$ cat config.mk
export PLATFORM = sky130hd
export DESIGN_NAME = matrix_keypad_scanner_debounce
export DESIGN_NICKNAME = d
export VERILOG_FILES = /design/src/rtl/mkpd_pkg.sv /design/src/rtl/matrix_keypad_scanner_debounce.sv /design/src/rtl/mkpd_ctrl.sv /design/src/rtl/mkpd_datapath.sv
export SDC_FILE = /design/constraint.sdc
export NUM_CORES = 1
export LEC_CHECK = 0
export ABC_AREA = 1
export ABC_CLOCK_PERIOD_IN_PS = 3970
export BUFFER_PORTS_ARGS = -buffer_cell sky130_fd_sc_hd__buf_2
export CAP_MARGIN = 20
export CELL_PAD_IN_SITES_DETAIL_PLACEMENT = 0
export CELL_PAD_IN_SITES_GLOBAL_PLACEMENT = 1
export CORE_MARGIN = 5
export CORE_UTILIZATION = 34
export DETAILED_ROUTE_END_ITERATION = 10
export PLACE_DENSITY_LB_ADDON = 0.12
export SLEW_MARGIN = 20
export SYNTH_ARGS = -nofsm -noshare
export SYNTH_HDL_FRONTEND = slang
export SYNTH_SLANG_ARGS = --single-unit
$ cat constraint.sdc
create_clock -name clk -period 3.97 [get_ports clk]
set_input_delay 0.794 -clock clk [delete_from_list [all_inputs] [get_ports clk]]
set_output_delay 0.794 -clock clk [all_outputs]
set_load 0.03 [all_outputs]
$ cat src/rtl/mkpd_pkg.sv
package mkpd_pkg;

    // per-key phase codes
    localparam logic [1:0] PH_RELEASED = 2'd0;
    localparam logic [1:0] PH_DEBOUNCE = 2'd1;
    localparam logic [1:0] PH_PRESSED  = 2'd2;

    // reported event kinds
    localparam logic [1:0] EV_NONE    = 2'd0;
    localparam logic [1:0] EV_PRESS   = 2'd1;
    localparam logic [1:0] EV_RELEASE = 2'd2;

    // configuration register indexes
    localparam int CFG_INDEX_W = 2;
    localparam logic [CFG_INDEX_W-1:0] CFG_SPAN    = 2'd0;
    localparam logic [CFG_INDEX_W-1:0] CFG_KMAP_LO = 2'd1;
    localparam logic [CFG_INDEX_W-1:0] CFG_KMAP_HI = 2'd2;

    localparam logic [31:0] SPAN_RESET = 32'd10000;
    localparam int KMAP_KEYS = 16;

    typedef struct packed {
        logic load;      // capture the input transaction, clear event
        logic rd_first;  // read phase of column 0
        logic step;      // process one column, prefetch the next
        logic emit;      // load the result register, advance the row
    } mkpd_cmd_t;

    typedef struct packed {
        logic last_col;
        logic out_busy;
    } mkpd_status_t;

endpackage

$ cat src/rtl/matrix_keypad_scanner_debounce.sv
// no transaction is accepted until the last one has passed the first phase read, the
//   column walk and the emit step, which waits while the result register is stalled;
//   the walk handles one key per cycle via the registered read of the key phase store
// in_stall is low only while no scan tick is in progress
// reset (rst_n, async, active low): all keys released, stamps, row and held codes
//   cleared, debounce_span 10000, keymaps zero, result register empty
module matrix_keypad_scanner_debounce #(
    parameter int ROWS     = 4,
    parameter int COLS     = 4,
    parameter int HELD_MAX = 2
) (
    input  logic                             clk,
    input  logic                             rst_n,
    input  logic                             in_valid,
    output logic                             in_stall,
    input  logic [31:0]                      time_now,
    input  logic [3:0]                       col_active,
    output logic                             out_valid,
    input  logic                             out_stall,
    output logic [1:0]                       event_kind,
    output logic [7:0]                       first_code,
    output logic [7:0]                       second_code,
    output logic [1:0]                       held_total,
    output logic [31:0]                      trigger_stamp,
    output logic                             press_flag,
    output logic [1:0]                       row_scanned,
    input  logic                             cfg_valid,
    output logic                             cfg_ready,
    input  logic [mkpd_pkg::CFG_INDEX_W-1:0] cfg_index,
    input  logic [63:0]                      cfg_data
);

    mkpd_pkg::mkpd_cmd_t    cmd;
    mkpd_pkg::mkpd_status_t status;

    assign cfg_ready = 1'b1;

    mkpd_ctrl u_ctrl (
        .clk      (clk),
        .rst_n    (rst_n),
        .in_valid (in_valid),
        .in_stall (in_stall),
        .status   (status),
        .cmd      (cmd)
    );

    mkpd_datapath #(
        .ROWS     (ROWS),
        .COLS     (COLS),
        .HELD_MAX (HELD_MAX)
    ) u_datapath (
        .clk           (clk),
        .rst_n         (rst_n),
        .cmd           (cmd),
        .status        (status),
        .time_now      (time_now),
        .col_active    (col_active),
        .cfg_valid     (cfg_valid),
        .cfg_index     (cfg_index),
        .cfg_data      (cfg_data),
        .out_valid     (out_valid),
        .out_stall     (out_stall),
        .event_kind    (event_kind),
        .first_code    (first_code),
        .second_code   (second_code),
        .held_total    (held_total),
        .trigger_stamp (trigger_stamp),
        .press_flag    (press_flag),
        .row_scanned   (row_scanned)
    );

endmodule

$ cat src/rtl/mkpd_ctrl.sv
module mkpd_ctrl (
    input  logic                   clk,
    input  logic                   rst_n,
    input  logic                   in_valid,
    output logic                   in_stall,
    input  mkpd_pkg::mkpd_status_t status,
    output mkpd_pkg::mkpd_cmd_t    cmd
);

    localparam logic [1:0] S_IDLE = 2'd0;
    localparam logic [1:0] S_READ = 2'd1;
    localparam logic [1:0] S_COL  = 2'd2;
    localparam logic [1:0] S_DONE = 2'd3;

    logic [1:0] state_reg;
    logic [1:0] state_next;

    always_comb
    begin
        state_next   = state_reg;
        cmd          = '0;
        in_stall     = 1'b1;
        case (state_reg)
            S_IDLE:
            begin
                in_stall = 1'b0;
                if (in_valid)
                begin
                    cmd.load   = 1'b1;
                    state_next = S_READ;
                end
            end
            S_READ:
            begin
                cmd.rd_first = 1'b1;
                state_next   = S_COL;
            end
            S_COL:
            begin
                cmd.step = 1'b1;
                if (status.last_col)
                    state_next = S_DONE;
            end
            S_DONE:
            begin
                if (!status.out_busy)
                begin
                    cmd.emit   = 1'b1;
                    state_next = S_IDLE;
                end
            end
            default:
            begin
                state_next = S_IDLE;
            end
        endcase
    end

    always_ff @(posedge clk or negedge rst_n)
    begin
        if (!rst_n)
            state_reg <= S_IDLE;
        else
            state_reg <= state_next;
    end

    a_emit_free: assert property (@(posedge clk) disable iff (!rst_n)
        cmd.emit |-> !status.out_busy)
        else $error("result register overwritten while stalled");

    a_load_idle: assert property (@(posedge clk) disable iff (!rst_n)
        cmd.load |=> state_reg == S_READ)
        else $error("column walk did not start after load");

endmodule

$ cat src/rtl/mkpd_datapath.sv
module mkpd_datapath #(
    parameter int ROWS     = 4,
    parameter int COLS     = 4,
    parameter int HELD_MAX = 2
) (
    input  logic                                clk,
    input  logic                                rst_n,
    input  mkpd_pkg::mkpd_cmd_t                 cmd,
    output mkpd_pkg::mkpd_status_t              status,
    input  logic [31:0]                         time_now,
    input  logic [3:0]                          col_active,
    input  logic                                cfg_valid,
    input  logic [mkpd_pkg::CFG_INDEX_W-1:0]    cfg_index,
    input  logic [63:0]                         cfg_data,
    output logic                                out_valid,
    input  logic                                out_stall,
    output logic [1:0]                          event_kind,
    output logic [7:0]                          first_code,
    output logic [7:0]                          second_code,
    output logic [1:0]                          held_total,
    output logic [31:0]                         trigger_stamp,
    output logic                                press_flag,
    output logic [1:0]                          row_scanned
);

    localparam int NKEYS = ROWS * COLS;
    localparam int POS_W = (NKEYS > 1) ? $clog2(NKEYS) : 1;
    localparam int ROW_W = (ROWS > 1) ? $clog2(ROWS) : 1;
    localparam int COL_W = (COLS > 1) ? $clog2(COLS) : 1;
    localparam int CNT_W = $clog2(HELD_MAX + 1);

    // configuration
    logic [31:0] span_reg;
    logic [63:0] kmap_low_reg;
    logic [63:0] kmap_high_reg;

    // captured transaction
    logic [31:0] now_reg;
    logic [3:0]  cols_reg;

    // scan state
    logic [ROW_W-1:0] row_reg;
    logic [ROW_W-1:0] row_next;
    logic [COL_W-1:0] col_reg;
    logic [31:0]      dstamp_reg;
    logic [31:0]      dstamp_next;
    logic [31:0]      pstamp_reg;
    logic [31:0]      pstamp_next;
    logic             pmark_reg;
    logic             pmark_next;
    logic [1:0]       event_reg;
    logic [1:0]       event_next;
    logic [CNT_W-1:0] count_reg;
    logic [CNT_W-1:0] count_next;
    logic [7:0]       buf_reg [HELD_MAX];
    logic [7:0]       buf_next [HELD_MAX];

    // phase store, invalid entries read as released
    logic [1:0]       phase_mem [NKEYS];
    logic [NKEYS-1:0] phase_vld_reg;
    logic [1:0]       rd_data_reg;
    logic             rd_vld_reg;
    logic             rd_en;
    logic [COL_W-1:0] rd_col;
    logic [POS_W-1:0] rd_addr;
    logic [POS_W-1:0] pos;
    logic [7:0]       pos_ext;

    // result register
    logic        out_valid_reg;
    logic [1:0]  out_event_reg;
    logic [7:0]  out_first_reg;
    logic [7:0]  out_second_reg;
    logic [1:0]  out_total_reg;
    logic [31:0] out_stamp_reg;
    logic        out_flag_reg;
    logic [1:0]  out_row_reg;

    logic [15:0][7:0] kmap_all;
    logic [7:0]       code;
    logic [7:0]       cols_ext;
    logic             act;
    logic [1:0]       ph_cur;
    logic [1:0]       ph_new;
    logic [31:0]      elapsed;
    logic             timeout;
    logic [CNT_W-1:0] top;
    logic [7:0]       top_code;
    logic [7:0]       slot1_code;

    assign status.last_col = (col_reg == COL_W'(COLS - 1));
    assign status.out_busy = out_valid_reg && out_stall;

    assign pos     = POS_W'(row_reg) * POS_W'(COLS) + POS_W'(col_reg);
    assign pos_ext = 8'(pos);
    assign kmap_all = {kmap_high_reg, kmap_low_reg};
    assign code     = (pos_ext < 8'(mkpd_pkg::KMAP_KEYS)) ? kmap_all[pos_ext[3:0]] : 8'd0;

    // column bits beyond the physical four read as inactive
    assign cols_ext = 8'(cols_reg);
    assign act      = cols_ext[3'(col_reg)];
    assign ph_cur   = rd_vld_reg ? rd_data_reg : mkpd_pkg::PH_RELEASED;
    assign elapsed  = now_reg - dstamp_reg;
    assign timeout  = elapsed > span_reg;

    assign rd_en   = cmd.rd_first || (cmd.step && !status.last_col);
    assign rd_col  = cmd.rd_first ? '0 : col_reg + COL_W'(1);
    assign rd_addr = POS_W'(row_reg) * POS_W'(COLS) + POS_W'(rd_col);

    assign row_next = (row_reg == ROW_W'(ROWS - 1)) ? '0 : row_reg + ROW_W'(1);

    always_comb
    begin
        top        = count_reg - CNT_W'(1);
        top_code   = 8'd0;
        slot1_code = 8'd0;
        for (int i = 0; i < HELD_MAX; i++)
        begin
            if (CNT_W'(i) == top)
                top_code = buf_reg[i];
            if (i == 1)
                slot1_code = buf_reg[i];
        end
    end

    always_comb
    begin
        dstamp_next = dstamp_reg;
        pstamp_next = pstamp_reg;
        pmark_next  = pmark_reg;
        event_next  = event_reg;
        count_next  = count_reg;
        buf_next    = buf_reg;
        ph_new      = ph_cur;
        if (cmd.load)
            event_next = mkpd_pkg::EV_NONE;
        if (cmd.step)
        begin
            if (act)
            begin
                if (ph_cur == mkpd_pkg::PH_RELEASED)
                begin
                    ph_new      = mkpd_pkg::PH_DEBOUNCE;
                    dstamp_next = now_reg | 32'd1;
                end
                else if (ph_cur == mkpd_pkg::PH_DEBOUNCE && timeout)
                begin
                    ph_new      = mkpd_pkg::PH_PRESSED;
                    event_next  = mkpd_pkg::EV_PRESS;
                    pmark_next  = 1'b1;
                    pstamp_next = now_reg | 32'd1;
                    // a full buffer still reports the press
                    if (count_reg < CNT_W'(HELD_MAX))
                    begin
                        for (int i = 0; i < HELD_MAX; i++)
                        begin
                            if (CNT_W'(i) == count_reg)
                                buf_next[i] = code;
                        end
                        count_next = count_reg + CNT_W'(1);
                    end
                end
            end
            else if (ph_cur == mkpd_pkg::PH_PRESSED || ph_cur == mkpd_pkg::PH_DEBOUNCE)
            begin
                ph_new      = mkpd_pkg::PH_RELEASED;
                event_next  = mkpd_pkg::EV_RELEASE;
                dstamp_next = now_reg | 32'd1;
                pstamp_next = 32'd0;
                pmark_next  = 1'b0;
                if (count_reg != '0)
                begin
                    count_next = top;
                    // a top code above slot 0 moves to slot 0 when it is not the released key
                    for (int i = 0; i < HELD_MAX; i++)
                    begin
                        if (CNT_W'(i) == top)
                            buf_next[i] = 8'd0;
                        else if (i == 0 && top_code != code)
                            buf_next[i] = top_code;
                    end
                end
            end
        end
    end

    always_ff @(posedge clk or negedge rst_n)
    begin
        if (!rst_n)
        begin
            span_reg      <= mkpd_pkg::SPAN_RESET;
            kmap_low_reg  <= 64'd0;
            kmap_high_reg <= 64'd0;
        end
        else if (cfg_valid)
        begin
            case (cfg_index)
                mkpd_pkg::CFG_SPAN:    span_reg      <= cfg_data[31:0];
                mkpd_pkg::CFG_KMAP_LO: kmap_low_reg  <= cfg_data;
                mkpd_pkg::CFG_KMAP_HI: kmap_high_reg <= cfg_data;
                default:               span_reg      <= span_reg;
            endcase
        end
    end

    always_ff @(posedge clk)
    begin
        if (cmd.load)
        begin
            now_reg  <= time_now;
            cols_reg <= col_active;
        end
        if (cmd.step)
            phase_mem[pos] <= ph_new;
        if (rd_en)
            rd_data_reg <= phase_mem[rd_addr];
    end

    always_ff @(posedge clk or negedge rst_n)
    begin
        if (!rst_n)
        begin
            phase_vld_reg <= '0;
            rd_vld_reg    <= 1'b0;
            row_reg       <= '0;
            col_reg       <= '0;
            dstamp_reg    <= 32'd0;
            pstamp_reg    <= 32'd0;
            pmark_reg     <= 1'b0;
            event_reg     <= mkpd_pkg::EV_NONE;
            count_reg     <= '0;
            for (int i = 0; i < HELD_MAX; i++)
                buf_reg[i] <= 8'd0;
        end
        else
        begin
            if (cmd.step)
                phase_vld_reg[pos] <= 1'b1;
            if (rd_en)
                rd_vld_reg <= phase_vld_reg[rd_addr];
            if (cmd.rd_first)
                col_reg <= '0;
            else if (cmd.step && !status.last_col)
                col_reg <= col_reg + COL_W'(1);
            if (cmd.emit)
                row_reg <= row_next;
            dstamp_reg <= dstamp_next;
            pstamp_reg <= pstamp_next;
            pmark_reg  <= pmark_next;
            event_reg  <= event_next;
            count_reg  <= count_next;
            buf_reg    <= buf_next;
        end
    end

    always_ff @(posedge clk or negedge rst_n)
    begin
        if (!rst_n)
            out_valid_reg <= 1'b0;
        else if (cmd.emit)
            out_valid_reg <= 1'b1;
        else if (!out_stall)
            out_valid_reg <= 1'b0;
    end

    always_ff @(posedge clk)
    begin
        if (cmd.emit)
        begin
            out_event_reg  <= event_reg;
            out_first_reg  <= buf_reg[0];
            out_second_reg <= slot1_code;
            out_total_reg  <= 2'(count_reg);
            out_stamp_reg  <= pstamp_reg;
            out_flag_reg   <= pmark_reg;
            out_row_reg    <= 2'(row_reg);
        end
    end

    assign out_valid     = out_valid_reg;
    assign event_kind    = out_event_reg;
    assign first_code    = out_first_reg;
    assign second_code   = out_second_reg;
    assign held_total    = out_total_reg;
    assign trigger_stamp = out_stamp_reg;
    assign press_flag    = out_flag_reg;
    assign row_scanned   = out_row_reg;

    a_count_max: assert property (@(posedge clk) disable iff (!rst_n)
        count_reg <= CNT_W'(HELD_MAX))
        else $error("held code count above buffer depth");

    a_mark_stamp: assert property (@(posedge clk) disable iff (!rst_n)
        pmark_reg == (pstamp_reg != 32'd0))
        else $error("press mark and press stamp disagree");

    a_dstamp_odd: assert property (@(posedge clk) disable iff (!rst_n)
        dstamp_reg == 32'd0 || dstamp_reg[0])
        else $error("debounce stamp stored with bit 0 clear");

    a_event_code: assert property (@(posedge clk) disable iff (!rst_n)
        cmd.emit |=> out_valid_reg && out_event_reg != 2'd3)
        else $error("bad result after emit");

endmodule
==> flow_summary.ini, run 1 <==
[route]
drt-initial-drc-count = 967
num_vias = 14800
routed_via_density = 4.69
antenna_left = 0
dr.pass1.iters = 5
drc = 0
wire_per_inst_um = 17.0
routed_wl_um = 53700

[critical_path]
cp.arrival_ps = 4410
worstSetupPathType = flop to flop
critPathMostFrequentCell = nand2_2
cp-start-kind = flop
critPathMaxFanout = 8
required_ps = 4420
cpPeakStageDelay_ps = 360
crit_path_top_delay_cell = edfxtp_1
endpoint_kind = flop

[floorplanning]
dieArea_um2 = 60700
die_h_um = 246
core_um2 = 55200
ios = 165
rows = 86
initial_core_util = 0.344
die_w_um = 246

[power]
leakagePower_nw = 11.2
totalPowerFinal_mw = 19.6
ir_worst_vdd_mv = 0.325
power.density_nw_per_um2 = 832

[yosys]
synth_cells = 2158
ys.flop_type = dfrtp_1
syn-num-nets = 2348
synth_seq_cells = 392
async_reset_ff_frac = 0.684
ys_warn_count = 0
seq_area_frac_synth = 0.549
synthesis.area_um2 = 19000
postSynthAreaPerCell_um2 = 8.80
yosysUniqueCellTypes = 50
synth_edf_count = 124

[cells_and_area]
stdcell_area_um2 = 23600
final_common_cell = nand2_1
syn2layout_area_growth_pct = 23.9
final_cell_mix = nand2_1, inv_1, o21ai_0
finalCoreUtilization = 0.427
nNetsFinal = 2563
n_antenna_cell = 0
layout-drive-gt1-share = 0.197

[clock_network]
cts-root-buf = clkbuf_16
cts_max_level = 2
clk_pin_slew_ps = 60
clock-sinks = 392
cts-buffers-inserted = 45
clock_latency_ps = 570
cts_tree = built
clock_path_buffers = 3

[grt]
grt_pass1_wl_um = 82900
grt_pass1_vias = 14800
grt_util_all_layers = 0.172
overflow = 0
grt_max_degree = 104
grt_antenna_before_repair = 0

[timing]
holdWs_ps = 261
timing.final.crit_share = 0.997
timing.final.ws_setup_ps = 13.1
relSlewSlack = 0.410
rsz0062_at_grt = yes
finalSetupViolCount = 0
worst_pin_slew_ps = 885
finalHoldViolations = 0
finalCriticalPeriod_ps = 3960
maxSlewViolCount = 0
skew_ps = 19.1
fmax_ghz = 0.253

[placed_design]
gp_congestion = 0.837
place_area_um2 = 21000
place_ws_ps = -239
port_buffers = 163
post-dp-hpwl_um = 37800

[status]
outcome = finished clean

[job]
drv_cap = 0

[worst_hold_path]
hp-class = input pin to async pin
## cell usage after synthesis, types with 2 or more instances
| library cell | n | area share |
|---|---|---|
| buf_1 | 2 | 0.00040 |
| dfstp_2 | 5 | 0.0069 |
| o21ai_0 | 301 | 0.079 |
| nand2_2 | 3 | 0.00099 |
| inv_1 | 297 | 0.059 |
| nand3_1 | 107 | 0.028 |
| buf_2 | 24 | 0.0063 |
| clkbuf_1 | 49 | 0.0097 |
| o21ai_2 | 9 | 0.0041 |
| nor3_1 | 9 | 0.0024 |
| a221oi_1 | 2 | 0.00092 |
| o221ai_1 | 5 | 0.0023 |
| buf_4 | 9 | 0.0036 |
| inv_2 | 4 | 0.00079 |
| nor2_1 | 122 | 0.024 |
| a21oi_1 | 60 | 0.016 |
| o32ai_1 | 2 | 0.00092 |
| nand3b_1 | 3 | 0.0012 |
| o21ai_1 | 6 | 0.0016 |
| buf_6 | 5 | 0.0030 |
| nor2_2 | 3 | 0.00099 |
| nand2_1 | 565 | 0.11 |
| o21a_1 | 5 | 0.0020 |
| o211ai_1 | 4 | 0.0016 |
| edfxtp_1 | 124 | 0.20 |
| ha_1 | 82 | 0.054 |
| dfrtp_1 | 263 | 0.35 |
| o22ai_1 | 2 | 0.00066 |
| nand4_1 | 13 | 0.0043 |
| xor2_1 | 20 | 0.0092 |
| a31oi_1 | 7 | 0.0023 |
| o21bai_1 | 7 | 0.0028 |
| or2_2 | 10 | 0.0033 |
| xnor2_1 | 8 | 0.0037 |
| a21o_1 | 6 | 0.0024 |
## power by group
group | switching (mW) | total, mW | internal, mW
clock network | 1.69 | 4.64 | 2.95
registers | 0.524 | 6.03 | 5.51
logic | 5.66 | 8.93 | 3.27
total | 7.87 | 19.6 | 11.7
## area by class of cell
type,count,area [um^2]
clock inverters,26,445
fillers,5504,31700
well taps,748,936
multi-input cells,1376,7650
flip-flops and latches,392,10400
clock buffers,55,1210
inverters,302,1140
repair buffers,256,1730
## timing repair
action | 4_1_cts | 5_1_grt
endpoints found under the setup margin | 81 | 84
hold buffers | 0 | 0
endpoints found under the hold margin | 0 | 0
pin swaps | 5 | 41
cloned | 0 | 6
setup buffers | 1 | 15
gates resized for setup | 20 | 132
## through the flow
step	TNS, ps	std cells
3_5_place_dp	-12480	3053
5_1_grt	-9320	3155
6_report	0	3155
2_1_floorplan	0	2158
3_3_place_gp	-6920	3053
4_1_cts	0	3135
## worst paths after layout
check                                                      startpoint                                  endpoint  slack [ps]  cells past startpoint
worst min register to register  u_datapath.pstamp_reg[15]$_DFFE_PN0P_    u_datapath.trigger_stamp[15]$_DFFE_PP_         450                      0
min in group clk                                         time_now[10]          u_datapath.now_reg[10]$_DFFE_PP_         400                      1
max in group asynchronous                                       rst_n       u_datapath.span_reg[13]$_DFFE_PN1P_        2820                      2
worst max-delay path                  u_datapath.now_reg[0]$_DFFE_PP_      u_datapath.slot1_code[5]$_DFFE_PN0P_          10                     27
worst min-delay path                                            rst_n  u_datapath.kmap_high_reg[45]$_DFFE_PN0P_         260                      1
worst max register to register        u_datapath.now_reg[0]$_DFFE_PP_      u_datapath.slot1_code[5]$_DFFE_PN0P_          10                     27
## metal layers
layer  vias to the layer above  wire [um]  track usage
li1                       7408          -            -
met1                      7040      26300        0.250
met2                       281      23700        0.270
met3                        69       2510       0.0294
met4                         0       1130       0.0418
met5                         -          0            0
## critical path, delay by kind of cell (launching register included)
family,cells,cell delay (ps)
compound gates,5,780
fa+ha+maj,3,820
buf+inv,6,660
flops,1,360
xor+xnor,1,160
simple gates,12,1040
## cell families after synthesis
group / synth area share
buffers and inverters: 0.0827
AOI/OAI and AO/OA: 0.120
adders and majority gates: 0.0551
xor gates and xnor gates: 0.0129
and+or+nand+nor: 0.180
DFF: 0.549
other: 0.000197
(Power assumes the default switching activity.)
==> run 2: changes to the inputs <==
BUFFER_PORTS_ARGS = default   (was -buffer_cell sky130_fd_sc_hd__buf_2)
DONT_BUFFER_PORTS = 1   (was default)
==> run 2 against run 1 <==
- largest cell class unchanged
- maximum frequency increased by 3.0%
- clock skew increased by 9.0 ps
- sequential power increased by 9.1%
- non-clock buffer count is 173 lower
- count of clock-buffer cells in the layout is 11 higher
- critical endpoint is now u_datapath.phase_mem[12][1]$_DFFE_PP_
- critical path type unchanged
- the flow now finishes with violations (hold timing)
- critical path depth shrank 5
- core utilization shrank 2.3 points
- sequential share of layout area grew 2.6 points
- final area is 5.5% lower
==> flow_summary.ini, run 2 (same netlist as run 1, synthesis figures left out) <==
[timing]
relSlewSlack = 0.289
finalHoldViolations = 25
holdWs_ps = -47.3
worst_pin_slew_ps = 1070
rsz0062_at_grt = yes
finalSetupViolCount = 0
finalCriticalPeriod_ps = 3840
skew_ps = 28.2
fmax_ghz = 0.260
timing.final.crit_share = 0.968
maxSlewViolCount = 0

[critical_path]
endpoint_kind = flop
critPathMostFrequentCell = nand2_1
reg2reg_to = u_datapath.phase_mem[12][1]$_DFFE_PP_
cpPeakStageDelay_ps = 450
critPathMaxFanout = 8
required_ps = 4290
rr_startpoint = u_datapath.now_reg[7]$_DFFE_PP_
cp-start-kind = flop
cp.arrival_ps = 4160
path_buf_inv = 1
r2r_cells = 22
crit_path_top_delay_cell = edfxtp_1
cp_top_family = compound AO/OA/AOI/OAI gates
worstSetupPathType = flop to flop
worst-r2r-setup-slack_ps = 130
path_cells = ha_4 -> a21o_1 -> a21oi_2 -> o21ai_2 -> a21oi_2 -> nand2_2 -> a21o_1 -> nand2_1 -> nand2_1 -> nand2_1 -> nand2_1 -> ha_1 -> nand2_1 -> nor2_2 -> nand2_1 -> nor3_1 -> nand2_1 -> o21a_1 -> and2_4 -> o21ai_2 -> a31oi_4 -> buf_6

[placed_design]
port_buffers = 0
place_area_um2 = 20100
gp_congestion = 0.840
placed_cells = 2883
post-dp-hpwl_um = 37000

[grt]
grt_pass1_vias = 13800
grt_antenna_before_repair = 3
overflow = 0
grt_pass1_wl_um = 81600
grt_max_degree = 269
grt_util_all_layers = 0.172

[route]
dr.pass1.iters = 5
drc = 0
antenna_left = 0
routed_via_density = 4.75
drt-initial-drc-count = 861
wire_per_inst_um = 17.6
routed_wl_um = 52600
num_vias = 14200

[floorplanning]
rows = 86
die_h_um = 246
die_w_um = 246
initial_core_util = 0.344
ios = 165
core_um2 = 55200
dieArea_um2 = 60700

[worst_hold_path]
hp-class = input pin to async pin

[power]
internal-power_mw = 11.0
ir_worst_vdd_mv = 0.366
power_frac_clock = 0.223
comb_power_share = 0.423
power.density_nw_per_um2 = 836
seqPwrFrac = 0.353
leakagePower_nw = 10.3
p_switching_mw = 7.61
swShare = 0.409

[clock_network]
cts_max_level = 2
clk_pin_slew_ps = 60
cts-buffers-inserted = 46
clock_latency_ps = 570
cts_tree = built
cts-root-buf = clkbuf_16
clock_path_buffers = 3
clock-sinks = 392

[cells_and_area]
nNetsFinal = 2390
final_common_cell = nand2_1
layout-drive-gt1-share = 0.127
final_cell_mix = nand2_1, inv_1, o21ai_0
syn2layout_area_growth_pct = 17.2
instances_no_fill = 2985
stdcell_area_um2 = 22300

[job]
drv_cap = 0

[status]
outcome = complete, but fails checks
violations = hold timing
[run 2: cell count changes in the layout (fill, tap and decap cells not counted), moves of 4 or more]
cell       previous run  this run
a21oi_1              42        38
clkinv_2              2         7
buf_12               11         7
a21oi_2              14        20
nand2_1             539       544
buf_2               162         0
clkbuf_1              5        15
bufinv_16            12         4
[run 2: power groups by stage]
stage          clock network [mW]  logic (mW)  registers, mW
3_5_place_dp                    0        7.19           6.65
4_1_cts                      4.32        7.31           6.58
3_3_place_gp                    0        7.13           6.64
6_report                     4.16        7.88           6.58
2_1_floorplan                   0        4.89           6.44
5_1_grt                      4.48        8.91           6.71
[run 2: how the worst max path moves through the flow]
stage / to / from / cells past startpoint / slack (ps)
finish: u_datapath.phase_mem[12][1]$_DFFE_PP_ / u_datapath.now_reg[7]$_DFFE_PP_ / 22 / 130
global route: u_datapath.slot1_code[1]$_DFFE_PN0P_ / u_datapath.now_reg[0]$_DFFE_PP_ / 26 / -130
CTS: u_datapath.phase_mem[14][1]$_DFFE_PP_ / u_datapath.now_reg[17]$_DFFE_PP_ / 22 / 5
detailed placement: u_datapath.phase_mem[14][1]$_DFFE_PP_ / u_datapath.now_reg[2]$_DFFE_PP_ / 24 / -170
global placement: u_datapath.phase_mem[14][1]$_DFFE_PP_ / u_datapath.now_reg[4]$_DFFE_PP_ / 26 / -130
floorplan: u_datapath.phase_mem[0][1]$_DFFE_PP_ / u_datapath.now_reg[0]$_DFFE_PP_ / 26 / 240
[run 2: metal layers]
metal | up-vias | track usage | share of wire
met5 | - | 0 | 0.00049
met1 | 6763 | 0.250 | 0.49
met2 | 285 | 0.264 | 0.45
met3 | 58 | 0.0350 | 0.047
li1 | 7068 | - | -
met4 | 4 | 0.0412 | 0.017
[run 2: through the flow]
stage               total power [mW]   util  TNS [ps]  setup WS, ps
detailed placement              13.8  0.364    -10750          -168
CTS                             18.2  0.392         0          4.96
finish                          18.6  0.403         0           127
floorplan                       11.3      -         0           235
global route                    20.1  0.403     -7200          -131
global placement                13.8  0.364     -7390          -127
[run 2: area by class of cell]
| class | instances | area, um^2 |
|---|---|---|
| clock inverters | 18 | 190 |
| clock buffers | 66 | 1290 |
| repair buffers | 83 | 718 |
| fillers | 5606 | 32900 |
| multi-input cells | 1375 | 7560 |
| flip-flops and latches | 392 | 10400 |
| diodes | 1 | 2.50 |
| well taps | 748 | 936 |
| inverters | 302 | 1140 |
[run 2: what timing repair did]
| action | CTS | global route |
|---|---|---|
| gates resized for setup | 15 | 115 |
| pin swaps | 3 | 28 |
| cloned | 0 | 1 |
| setup endpoints to repair | 81 | 84 |
| buffers inserted | 1 | 14 |
| hold endpoints to repair | 263 | 203 |
